===== config.mk =====
export PLATFORM = sky130hd
export DESIGN_NAME = column_level_crossing_depth
export DESIGN_NICKNAME = d
export VERILOG_FILES = /design/src/sv/clcd_pkg.sv /design/src/sv/clcd_scan.sv /design/src/sv/clcd_div.sv /design/src/sv/column_level_crossing_depth.sv
export SDC_FILE = /design/constraint.sdc
export NUM_CORES = 1
export LEC_CHECK = 0
export CORE_MARGIN = 2
export CORE_UTILIZATION = 55
export DETAILED_ROUTE_END_ITERATION = 12
export DONT_BUFFER_PORTS = 1
export PLACE_DENSITY_LB_ADDON = 0.25
export SLEW_MARGIN = 20
export SYNTH_ARGS = -nofsm -noshare
export SYNTH_HDL_FRONTEND = slang
export SYNTH_SLANG_ARGS = --single-unit

===== constraint.sdc =====
create_clock -name clk -period 19.8 [get_ports clk]
set_input_delay 2.97 -clock clk [delete_from_list [all_inputs] [get_ports clk]]
set_output_delay 2.97 -clock clk [all_outputs]
set_load 0.005 [all_outputs]

===== src/sv/clcd_pkg.sv =====
// ---------------------------------------------------------------------------
// clcd_pkg: shared types and constants for the column level crossing depth
// Sequencer states, the column summary struct and fixed datapath widths.
// ---------------------------------------------------------------------------
`default_nettype none

package clcd_pkg;

  // Fixed field widths
  localparam int SAMPLE_W = 32;
  localparam int START_W  = 24;
  localparam int DEPTH_W  = 28;
  localparam int LAYER_W  = 11;
  localparam int FRAC_W   = 16;

  // Divider operand widths: |num| << 16 over |den|
  localparam int DIVISOR_W  = 32;
  localparam int DIVIDEND_W = DIVISOR_W + FRAC_W;

  // Quotient magnitude clamp; anything at or above this saturates the depth
  localparam logic [29:0] QCLAMP = 30'h2000_0000;

  // Depth saturation limits (Q12.16 in a 32-bit sum)
  localparam logic signed [31:0] DEPTH_MAX = 32'sd134217727;
  localparam logic signed [31:0] DEPTH_MIN = -32'sd134217728;

  // Start position bias: one layer in Q16.8
  localparam logic signed [24:0] START_BIAS = 25'sd256;
  localparam logic signed [25:0] CEIL_ADD   = 26'sd255;

  // Sequencer states
  typedef enum logic [1:0] {
    ST_IDLE,
    ST_DIV,
    ST_ROUND,
    ST_DONE
  } state_t;

  // Column summary after the current sample
  typedef struct packed {
    logic                       found;
    logic signed [SAMPLE_W-1:0] upper;
    logic signed [SAMPLE_W-1:0] lower;
  } col_sum_t;

endpackage

`default_nettype wire


===== src/sv/clcd_scan.sv =====
// ---------------------------------------------------------------------------
// clcd_scan: per-sample column scanner
// Tracks layer count and start layer, finds the first layer at or below the
// level and holds the samples around it. Presents the summary after the
// current sample combinationally.
// ---------------------------------------------------------------------------
`default_nettype none

module clcd_scan #(
  parameter int MAX_LAYERS = 1024,
  parameter int LW         = 11
) (
  input  wire logic                                 clk,
  input  wire logic                                 rst,
  input  wire logic                                 accept,
  input  wire logic signed [clcd_pkg::SAMPLE_W-1:0] sample_value,
  input  wire logic signed [clcd_pkg::START_W-1:0]  start_position,
  input  wire logic                                 column_first,
  input  wire logic                                 column_last,
  input  wire logic signed [clcd_pkg::SAMPLE_W-1:0] level,
  output clcd_pkg::col_sum_t                        summary,
  output logic             [LW-1:0]                 summary_layer
);
  import clcd_pkg::*;

  localparam logic [LW-1:0] MAX_L  = LW'(MAX_LAYERS);
  localparam logic [17:0]   MAX_18 = 18'(MAX_LAYERS);

  logic             [LW-1:0]       layer_count;
  logic             [LW-1:0]       start_layer;
  logic signed      [SAMPLE_W-1:0] previous_sample;
  logic                            crossing_found;
  logic             [LW-1:0]       found_layer;
  logic signed      [SAMPLE_W-1:0] upper_sample;
  logic signed      [SAMPLE_W-1:0] lower_sample;

  logic signed [24:0] biased;
  logic signed [25:0] ceil_sum;
  logic        [17:0] start_ceil;
  logic    [LW-1:0]   start_new;
  logic    [LW-1:0]   k;
  logic    [LW-1:0]   st;
  logic               cf;
  logic               hit;
  logic    [LW-1:0]   count_inc;

  // Start layer: ceil(start - 1) clamped to [0, MAX_LAYERS]
  always_comb begin
    biased     = 25'(start_position) - START_BIAS;
    ceil_sum   = 26'(biased) + CEIL_ADD;
    start_ceil = (biased > 25'sd0) ? ceil_sum[25:8] : 18'd0;
    start_new  = (start_ceil > MAX_18) ? MAX_L : start_ceil[LW-1:0];
  end

  // Level test on the current layer
  always_comb begin
    k   = column_first ? '0 : layer_count;
    st  = column_first ? start_new : start_layer;
    cf  = column_first ? 1'b0 : crossing_found;
    hit = !cf && (k >= st) && (k < MAX_L) && (sample_value <= level);
    count_inc = (k == MAX_L) ? MAX_L : k + 1'b1;
  end

  // Summary including this sample
  always_comb begin
    summary.found = cf || hit;
    summary.upper = hit ? previous_sample : upper_sample;
    summary.lower = hit ? sample_value : lower_sample;
    summary_layer = hit ? k : found_layer;
  end

  // Column state; cleared after the column's last sample
  always_ff @(posedge clk) begin
    if (rst) begin
      layer_count     <= '0;
      start_layer     <= '0;
      previous_sample <= '0;
      crossing_found  <= 1'b0;
      found_layer     <= '0;
      upper_sample    <= '0;
      lower_sample    <= '0;
    end else if (accept) begin
      previous_sample <= sample_value;
      found_layer     <= summary_layer;
      upper_sample    <= summary.upper;
      lower_sample    <= summary.lower;
      if (column_last) begin
        layer_count    <= '0;
        start_layer    <= '0;
        crossing_found <= 1'b0;
      end else begin
        layer_count    <= count_inc;
        start_layer    <= st;
        crossing_found <= summary.found;
      end
    end
  end

endmodule

`default_nettype wire


===== src/sv/clcd_div.sv =====
// ---------------------------------------------------------------------------
// clcd_div: iterative unsigned divider
// Restoring division, one quotient bit per cycle. Done pulses when the
// last step is registered, quotient and remainder stable until next start.
// ---------------------------------------------------------------------------
`default_nettype none

module clcd_div (
  input  wire logic                              clk,
  input  wire logic                              rst,
  input  wire logic                              start,
  input  wire logic [clcd_pkg::DIVIDEND_W-1:0]   dividend,
  input  wire logic [clcd_pkg::DIVISOR_W-1:0]    divisor,
  output logic                                   done,
  output logic [clcd_pkg::DIVIDEND_W-1:0]        quot,
  output logic [clcd_pkg::DIVISOR_W-1:0]         rem
);
  import clcd_pkg::*;

  localparam int CW = $clog2(DIVIDEND_W + 1);

  logic                 running;
  logic [CW-1:0]        count;
  logic [DIVISOR_W-1:0] dvsr;
  logic [DIVISOR_W:0]   trial;
  logic [DIVISOR_W:0]   diff;
  logic                 take;

  // One restoring step: shift in next dividend bit, subtract if it fits
  always_comb begin
    trial = {rem, quot[DIVIDEND_W-1]};
    diff  = trial - {1'b0, dvsr};
    take  = (trial >= {1'b0, dvsr});
  end

  always_ff @(posedge clk) begin
    if (rst) begin
      running <= 1'b0;
      done    <= 1'b0;
      count   <= '0;
    end else begin
      done <= running && (count == CW'(1));
      if (start) begin
        running <= 1'b1;
        count   <= CW'(DIVIDEND_W);
      end else if (running) begin
        count <= count - 1'b1;
        if (count == CW'(1)) begin
          running <= 1'b0;
        end
      end
    end
  end

  // Datapath
  always_ff @(posedge clk) begin
    if (start) begin
      quot <= dividend;
      rem  <= '0;
      dvsr <= divisor;
    end else if (running) begin
      quot <= {quot[DIVIDEND_W-2:0], take};
      rem  <= take ? diff[DIVISOR_W-1:0] : trial[DIVISOR_W-1:0];
    end
  end

endmodule

`default_nettype wire


===== src/sv/column_level_crossing_depth.sv =====
// ---------------------------------------------------------------------------
// column_level_crossing_depth: level crossing depth of a sample column
// Scans one column of samples for the first layer at or below a level and
// interpolates the crossing depth with a shared iterative divider.
// ---------------------------------------------------------------------------
// Usage:
//   Samples enter on the in channel (in_valid / in_stall), one layer per
//   transfer, column_first on the top layer, column_last on the bottom one.
//   Samples that are not the last of a column are taken one per cycle while
//   the sequencer is idle. The last sample of a column yields one result on
//   the out channel (out_valid / out_stall). When a division is needed, the
//   divider runs its steps, the sequencer takes the done flag, rounds the
//   quotient and loads the output register, and the next sample is taken
//   once the sequencer is back in idle. Without a division the sequencer
//   goes straight to loading the output register and back to idle.
//   in_stall stays high while the result is formed; the one-bit-per-cycle
//   divider sets how long that lasts.
//   A finished result waits in the output register while out_stall is high;
//   samples of the next column are still taken, but that column's result
//   holds the sequencer, with in_stall high, until the register is free.
//   level_threshold is written through cfg_valid / cfg_ready, always ready;
//   the user writes it only while the block is idle; the block does not enforce it.
//   Synchronous reset clears the level to zero, the column state, the
//   sequencer and out_valid; no result is lost or repeated around a stall.
// ---------------------------------------------------------------------------
`default_nettype none

module column_level_crossing_depth #(
  parameter int MAX_LAYERS = 1024
) (
  input  wire logic                                  clk,
  input  wire logic                                  rst,
  // Configuration
  input  wire logic                                  cfg_valid,
  output logic                                       cfg_ready,
  input  wire logic signed [clcd_pkg::SAMPLE_W-1:0]  level_threshold,
  // Sample channel
  input  wire logic                                  in_valid,
  output logic                                       in_stall,
  input  wire logic signed [clcd_pkg::SAMPLE_W-1:0]  sample_value,
  input  wire logic signed [clcd_pkg::START_W-1:0]   start_position,
  input  wire logic                                  column_first,
  input  wire logic                                  column_last,
  // Result channel
  output logic                                       out_valid,
  input  wire logic                                  out_stall,
  output logic signed [clcd_pkg::DEPTH_W-1:0]        depth_value,
  output logic                                       depth_valid,
  output logic        [clcd_pkg::LAYER_W-1:0]        crossing_layer
);
  import clcd_pkg::*;

  localparam int LW = $clog2(MAX_LAYERS + 1);

  // Level register and sequencer
  logic signed [SAMPLE_W-1:0] level;
  state_t                     state;
  state_t                     state_next;

  // Scanner summary
  col_sum_t                   summary;
  logic [LW-1:0]              summary_layer;

  // Operand preparation
  logic signed [SAMPLE_W:0]   num;
  logic signed [SAMPLE_W:0]   den;
  logic [SAMPLE_W:0]          num_abs;
  logic [SAMPLE_W:0]          den_abs;
  logic                       has_layer;
  logic [LW+LAYER_W-1:0]      layer_wide;

  // Handshake and control
  logic                       in_accept;
  logic                       div_go;
  logic                       out_load;
  logic                       div_done;
  logic [DIVIDEND_W-1:0]      div_quot;
  logic [DIVISOR_W-1:0]       div_rem;

  // Per-column result registers
  logic                       res_valid;
  logic [LAYER_W-1:0]         res_layer;
  logic                       neg;
  logic [DIVISOR_W-1:0]       den_mag;
  logic [LW-1:0]              offset;
  logic [29:0]                qm;

  // Rounding and final sum
  logic                       round_up;
  logic [DIVIDEND_W:0]        q_rounded;
  logic [29:0]                qm_next;
  logic signed [31:0]         q_signed;
  logic signed [31:0]         depth_sum;
  logic signed [DEPTH_W-1:0]  depth_next;

  assign cfg_ready = 1'b1;
  assign in_accept = in_valid && !in_stall;

  // Level register
  always_ff @(posedge clk) begin
    if (rst) begin
      level <= '0;
    end else if (cfg_valid && cfg_ready) begin
      level <= level_threshold;
    end
  end

  // Column scanner
  clcd_scan #(
    .MAX_LAYERS (MAX_LAYERS),
    .LW         (LW)
  ) u_scan (
    .clk            (clk),
    .rst            (rst),
    .accept         (in_accept),
    .sample_value   (sample_value),
    .start_position (start_position),
    .column_first   (column_first),
    .column_last    (column_last),
    .level          (level),
    .summary        (summary),
    .summary_layer  (summary_layer)
  );

  // Interpolation operands from the summary
  always_comb begin
    num        = 33'(level) - 33'(summary.upper);
    den        = 33'(summary.lower) - 33'(summary.upper);
    num_abs    = num[SAMPLE_W] ? 33'(-num) : 33'(num);
    den_abs    = den[SAMPLE_W] ? 33'(-den) : 33'(den);
    has_layer  = summary.found && (summary_layer != '0);
    layer_wide = {{LAYER_W{1'b0}}, summary_layer};
    div_go     = in_accept && column_last && has_layer && (den != '0);
  end

  // Shared divider
  clcd_div u_div (
    .clk      (clk),
    .rst      (rst),
    .start    (div_go),
    .dividend ({num_abs[DIVISOR_W-1:0], {FRAC_W{1'b0}}}),
    .divisor  (den_abs[DIVISOR_W-1:0]),
    .done     (div_done),
    .quot     (div_quot),
    .rem      (div_rem)
  );

  // Round to nearest, ties away, and clamp the magnitude
  always_comb begin
    round_up  = ({1'b0, div_rem, 1'b0} >= {2'b00, den_mag});
    q_rounded = {1'b0, div_quot} + (DIVIDEND_W+1)'(round_up);
    qm_next   = (q_rounded >= (DIVIDEND_W+1)'(QCLAMP)) ? QCLAMP : q_rounded[29:0];
  end

  // Depth = (layer - 1) + signed quotient, saturated; zero without a division
  always_comb begin
    q_signed  = neg ? -(32'(qm)) : 32'(qm);
    depth_sum = 32'({offset, {FRAC_W{1'b0}}}) + q_signed;
    if (!res_valid) begin
      depth_next = '0;
    end else if (depth_sum > DEPTH_MAX) begin
      depth_next = DEPTH_MAX[DEPTH_W-1:0];
    end else if (depth_sum < DEPTH_MIN) begin
      depth_next = DEPTH_MIN[DEPTH_W-1:0];
    end else begin
      depth_next = depth_sum[DEPTH_W-1:0];
    end
  end

  // Sequencer: next state
  always_comb begin
    state_next = state;
    unique case (state)
      ST_IDLE: begin
        if (in_accept && column_last) begin
          state_next = div_go ? ST_DIV : ST_DONE;
        end
      end
      ST_DIV: begin
        if (div_done) begin
          state_next = ST_ROUND;
        end
      end
      ST_ROUND: state_next = ST_DONE;
      ST_DONE: begin
        if (out_load) begin
          state_next = ST_IDLE;
        end
      end
      default: state_next = ST_IDLE;
    endcase
  end

  // Sequencer: outputs
  always_comb begin
    in_stall = 1'b1;
    out_load = 1'b0;
    unique case (state)
      ST_IDLE:  in_stall = 1'b0;
      ST_DIV:   in_stall = 1'b1;
      ST_ROUND: in_stall = 1'b1;
      ST_DONE:  out_load = !out_valid || !out_stall;
      default:  in_stall = 1'b1;
    endcase
  end

  always_ff @(posedge clk) begin
    if (rst) begin
      state <= ST_IDLE;
    end else begin
      state <= state_next;
    end
  end

  // Per-column result capture
  always_ff @(posedge clk) begin
    if (in_accept && column_last) begin
      res_valid <= div_go;
      res_layer <= has_layer ? layer_wide[LAYER_W-1:0] : '0;
      neg       <= num[SAMPLE_W] != den[SAMPLE_W];
      den_mag   <= den_abs[DIVISOR_W-1:0];
      offset    <= summary_layer - 1'b1;
    end
    if (state == ST_ROUND) begin
      qm <= qm_next;
    end
  end

  // Output register
  always_ff @(posedge clk) begin
    if (rst) begin
      out_valid <= 1'b0;
    end else if (out_load) begin
      out_valid <= 1'b1;
    end else if (!out_stall) begin
      out_valid <= 1'b0;
    end
  end

  always_ff @(posedge clk) begin
    if (out_load) begin
      depth_value    <= depth_next;
      depth_valid    <= res_valid;
      crossing_layer <= res_layer;
    end
  end

`ifndef SYNTHESIS
  // Divider finishes only while the sequencer waits for it
  a_div_done_in_div: assert property (@(posedge clk) disable iff (rst)
    div_done |-> state == ST_DIV)
    else $error("divider done outside division state");

  // A last sample with no division goes straight to result output
  a_invalid_to_done: assert property (@(posedge clk) disable iff (rst)
    (in_accept && column_last && !div_go) |=> state == ST_DONE)
    else $error("invalid column did not go to result output");

  // An invalid result carries a zero depth
  a_invalid_zero: assert property (@(posedge clk) disable iff (rst)
    (out_valid && !depth_valid) |-> depth_value == '0)
    else $error("invalid result with nonzero depth");

  // A held result is not overwritten
  a_hold_result: assert property (@(posedge clk) disable iff (rst)
    (out_valid && out_stall) |=> !$past(out_load))
    else $error("result overwritten while stalled");
`endif

endmodule

`default_nettype wire


**Yosys cells after proc, flatten, opt, wreduce, memory -nomap -nowiden**

Cells that the tools add are included.

- Bits of input ports: 95
- Output and inout port bits: 43
- Register bits: 411
- Logic and storage cells: 117

- Add/subtract/negate cells: 13
- Reductions and logical operators: 21
- Magnitude comparators: 10
- Equality and inequality tests: 10
- Muxes and demuxes: 34
- Bitwise logic cells: 1

Operators with widths:

| cell | count |
|---|---|
| $mux W32 | 6 |
| $mux W48 | 2 |
| $mux W11 | 7 |
| $ge A33 B32 Y1 | 2 |
| $sub A32 B32 Y33 | 2 |
| $neg A32 Y32 | 2 |
| $add A48 B1 Y49 | 1 |
| $ge A49 B30 Y1 const B | 1 |
| $reduce_bool A33 Y1 | 1 |
| $add A27 B32 Y32 | 1 |
| $gt A32 B28 Y1 const B | 1 |
| $le A32 B32 Y1 | 1 |
| $lt A32 B28 Y1 const B | 1 |
| $neg A30 Y32 | 1 |
| $sub A32 B32 Y32 | 1 |
| $mux W28 | 1 |
| $mux W27 | 1 |
| $add A25 B9 Y26 const B | 1 |
| $gt A25 B1 Y1 const B | 1 |
| $sub A24 B10 Y25 const B | 1 |
| $gt A18 B11 Y1 const B | 1 |
| $mux W18 | 1 |
| $mux W6 | 2 |
| $add A11 B1 Y11 const B | 1 |
| other kinds (23) | 49 |

**Logic depth before layout (Yosys ltp)**

- Depth in word-level cells: 18
- Gate-level depth with buffers: 57
- Mapped depth without buffers: 45

**Cells and area by module**

A second synthesis with hierarchy kept.

- Cell total of the unflattened synthesis: 3233
- Area total of the unflattened synthesis: 29430.7 µm²

Modules (own cells, without submodules):

| module | area an instance (µm²) | cells an instance | times used |
|---|---|---|---|
| column_level_crossing_depth | 14051.0 | 1610 | 1 |
| clcd_scan | 8521.9 | 975 | 1 |
| clcd_div | 6857.8 | 648 | 1 |

**Least setup slack after synthesis**

OpenSTA, ideal clock, no wires.

- Path kind: input -> register
- Start point: input port start_position[8] in the netlist's numbering
- End point: register u_div.quot[16] in the netlist's numbering, enable pin
- Data arrival time: 14.428 ns
- Stages on the path: 54
- Buffers on the path: 12
- Setup slack: 4.965 ns
- Path through: clkbuf_1 inv_1 ha_1 nand2b_1 or3_1 or2_2 clkbuf_1 and2_1 a21oi_1 nand2_1 a211o_1 or3b_1 a221o_1 o21ai_1 nand2_1 nor3_1 inv_1 a2bb2oi_1 [... 18 more ...] nor2b_1 o21ai_0 a21boi_0 o21a_1 o31ai_1 nand3_1 a31o_2 a21oi_2 nor4b_1 or3_1 o311a_1 or4b_1 or3_1 nor2_1 and4b_1 nor3_2 buf_6 or2_1

- Word-level cells in the longest chain between the ends: 16
- Elaborated cells between the ends (all ways): 22

RTL lines:

| what | line | RTL |
|---|---|---|
| from (decl) | column_level_crossing_depth.sv:41 | `input wire logic signed [clcd_pkg::START_W-1:0] start_position,` |
| $sub A24 B10 Y25 (*) | clcd_scan.sv:49 | `biased = 25'(start_position) - START_BIAS;` |
| $add A25 B9 Y26 / $gt A25 B1 Y1 (equally long branches) | clcd_scan.sv:50, clcd_scan.sv:51 |  |
| $mux W18 (*) | clcd_scan.sv:51 | `start_ceil = (biased > 25'sd0) ? ceil_sum[25:8] : 18'd0;` |
| $gt A18 B11 Y1 | clcd_scan.sv:52 | `start_new = (start_ceil > MAX_18) ? MAX_L : start_ceil[LW-1:0];` |
| $mux W11 (*) | clcd_scan.sv:52 |  |
| $mux W11 (*) | clcd_scan.sv:58 | `st = column_first ? start_new : start_layer;` |
| $ge A11 B11 Y1 (*) | clcd_scan.sv:60 | `hit = !cf && (k >= st) && (k < MAX_L) && (sample_value <= level);` |
| $logic_and A1 B1 Y1 (*) (3 in a row) | clcd_scan.sv:60 |  |
| branches (longest 4 deep; another with $sub A32 B32 Y33) | -- |  |
| $logic_and A1 B1 Y1 (*) | column_level_crossing_depth.sv:133 | `div_go = in_accept && column_last && has_layer && (den != '0);` |
| $reduce_bool A2 Y1 (no line) (*) | -- |  |
| to (signal assigned) | clcd_div.sv:58 | `quot <= dividend;` |
| to (signal assigned) | clcd_div.sv:62 | `quot <= {quot[DIVIDEND_W-2:0], take};` |
| to (decl) | clcd_div.sv:15 | `output logic [clcd_pkg::DIVIDEND_W-1:0] quot,` |

Mark *: on every way between the ends.
A chain may end at the register's enable or synchronous reset.

==> summary.json <==
{
  "setup_path": {
    "worst_path_most_repeated_cell": "nor2_1",
    "slowest_delay_ps": 710,
    "regToRegEndpoint": "u_div.quot[43]",
    "worst-path-max-fanout": 81,
    "crit_slowest_cell": "buf_4",
    "worst_r2r_startpoint": "level[31]",
    "critPathLaunchType": "primary input",
    "setup.reg_to_reg.worst_slack_ps": 9460,
    "critical_path_required_ps": 20110,
    "worstPathArrival_ps": 14780,
    "cp-end-kind": "flip-flop",
    "worstRegToRegCells": 28,
    "path_class": "in2reg"
  },
  "sta": {
    "grt_setup_unrepaired": "no",
    "hold_viol": 0,
    "setup_viol": 0,
    "setup_total_negative_slack_ps": 0,
    "fin_crit_ps": 14480,
    "timing_worst_slew_pin_value_ps": 938.6,
    "clock.fmax_mhz": 69.08,
    "timing.max_slew.rel_slack": 0.3685,
    "finalWorstSetupSlack_ps": 5325,
    "slew_violations": 0,
    "clock_skew_after_layout_ps": 31.36,
    "fin_crit_sh": 0.7311
  },
  "floorplanning": {
    "die-width_um": 230.3,
    "chipHeight_um": 230.3,
    "start_util": 0.5590,
    "dieArea_mm2": 0.05302,
    "pin_count": 138,
    "core_mm2": 0.05038,
    "floorplan_row_count": 82
  },
  "final_layout": {
    "postLayoutCellArea_mm2": 0.03008,
    "mostFrequentLayoutCells": "nand2_1 (425), nor2_1 (291), a21oi_1 (269)",
    "final_nets": 3440,
    "ant_cells": 0,
    "syn_to_final_growth_pct": 6.821,
    "post_route_cells_drive_above_1_share": 0.06648,
    "mostFrequentLayoutCell": "nand2_1"
  },
  "yosys": {
    "netlist-cell-type-count": 103,
    "synth_sequential_area_ratio": 0.3597,
    "synthFlopType": "dfxtp_1",
    "yosys-mux-area-fraction": 0.06950,
    "synthesis.area_mm2": 0.02816,
    "synth_edf_count": 190,
    "net_count_after_synthesis": 3511,
    "ys_ff_latch": 411,
    "synth_xor_area_frac": 0.08398,
    "yosys.area.top_type": "edfxtp_1",
    "synth_async_sr_flop_share": 0,
    "synth_area_per_cell_um2": 8.696,
    "synth_compound_gate_area_share": 0.1613,
    "synthesis.instances": 3238,
    "synth_simple_gate_area_frac": 0.1921,
    "adder_cell_fraction_of_synth_area": 0.08745,
    "synth.top_cells.by_area": "edfxtp_1 (20%), dfxtp_1 (16%), ha_1 (7.7%)",
    "ys.warnings.count": 0,
    "yosys.area.top_type_share": 0.2026,
    "synth_top_family_by_area": "simple AND/OR/NAND/NOR gates"
  },
  "power_and_ir_drop": {
    "max-vdd-ir-drop_uv": 66.63,
    "leakage_nw": 11.41,
    "power_per_cell_area_mw_per_mm2": 124.4
  },
  "global_routing": {
    "grt.total_usage": 0.2582,
    "largest_net_degree_at_the_start_of_global_routing": 174,
    "grt_overflow": 0,
    "antenna_found_initial": 0,
    "grt_first_pass_wirelength_um": 112400,
    "grt_pass1_vias": 21890
  },
  "clocking": {
    "cts-resized-gates": 0,
    "cts_tree": "done",
    "cts_sinks": 411,
    "htree_num_levels": 2,
    "cts-root-buf": "clkbuf_16",
    "postCtsSetupRepairBufs": 0,
    "holdBufCountCts": 0,
    "clock_latency_ps": 600,
    "cts.reportedPaths.clkPinSlew_ps": 60,
    "tritoncts.num_buffers": 46,
    "ctsLongestPathBuffers": 3
  },
  "route": {
    "router_iterations_before_antenna_repair": 5,
    "detail-route-antenna-nets": 0,
    "via_count": 23020,
    "detail_route.drc_violations": 0,
    "drt_iter0_drc": 1850,
    "routed_wl_um": 69700,
    "routed_via_density": 5.939,
    "drt-wirelength-per-cell_um": 17.98
  },
  "place": {
    "placed_area_mm2": 0.02856,
    "post-dp-hpwl_um": 52820,
    "port_buffers": 0,
    "pre_cts_ws_ps": 4578,
    "place.gp.congestion": 0.9329
  },
  "worst_hold_path": {
    "hp-class": "reg2reg",
    "holdPathEnd": "crossing_layer[10]",
    "hold_path_depth": 0,
    "min-delay-start": "res_layer[10]"
  },
  "flow_run": {
    "timing.max_cap.violations": 0
  },
  "run_status": {
    "status": "complete, no violations"
  }
}
how the worst max path moves through the flow:
stage	startpoint	to	cells past startpoint
4_1_cts	start_position[6]	u_div.quot[40]	41
3_5_place_dp	start_position[6]	u_div.quot[40]	41
5_1_grt	start_position[9]	u_div.quot[43]	39
2_1_floorplan	start_position[8]	u_div.quot[16]	54
3_3_place_gp	start_position[9]	u_div.quot[43]	39
6_report	start_position[6]	u_div.quot[43]	41
per-layer routing:
layer,routed length (µm),GRT usage,part of all wire
met5,0,0,0
met4,2319,0.09516,0.033
met1,31950,0.3525,0.46
met2,31820,0.4163,0.46
met3,3617,0.03708,0.052
final cells by class:
type,count,area (µm²)
clock buffer,51,1190
clock inverter,34,311.5
fill,4375,20300
inverter,179,671.9
multi-input combinational,2509,16770
sequential,411,10130
tap,672,840.8
timing repair buffer,20,157.7
registers in the layout (all words and copies together) (netlist names), 28 cells and up:
name and count:
u_div.rem 32, u_div.quot 48, u_scan.lower_sample 32, qm 30, den_mag 32, level 32
u_div.dvsr 32, u_scan.upper_sample 32, depth_value 28, u_scan.previous_sample 32
worst max-delay path, delay by kind of cell:
kind	cells	cell delay (ps)
multiplexers	2	590
AND/OR/NAND/NOR	20	4940
AO/OA/AOI/OAI	14	3720
adder cells (fa/ha/maj)	3	1010
buffers and inverters	2	1380
power by group:
part	leakage [nW]	total (mW)	switching, mW	internal [mW]
sequential	3.52	1.22	0.119	1.10
clock	0.737	0.851	0.362	0.489
combinational	7.15	1.67	1.01	0.664
total	11.4	3.74	1.49	2.25
cells by family (layout without fill, tap and decap cells):
family                   count (synthesis)  after routing
AND/OR/NAND/NOR                       1147           1147
AO/OA/AOI/OAI                          703            703
flip-flops                             411            411
buffers and inverters                  318            284
XOR/XNOR                               270            270
adder cells (fa/ha/maj)                198            198
multiplexers                           190            190
other                                    1              1
synthesized netlist by cell type (33+ instances only):
cell / count
nand2_1: 427
nor2_1: 291
a21oi_1: 269
dfxtp_1: 221
edfxtp_1: 190
inv_1: 179
ha_1: 174
xnor2_1: 159
mux2i_1: 158
o21ai_0: 142
xor2_1: 111
clkbuf_1: 101
nand3_1: 56
nor2b_1: 54
nor3_1: 53
nand2b_1: 48
nand4_1: 38
a21o_1: 33
a31oi_1: 33
stage by stage:
step	std cells	total power, mW	hold slack, ps	util
floorplan	3238	2.476	400.3	-
global placement	3791	2.828	401.2	0.5670
detailed placement	3791	2.884	405.5	0.5670
CTS	3876	3.744	422.9	0.5968
global route	3876	3.987	426.7	0.5971
finish	3876	3.742	420.7	0.5971
Note: power is estimated with default switching activity, not from simulation.
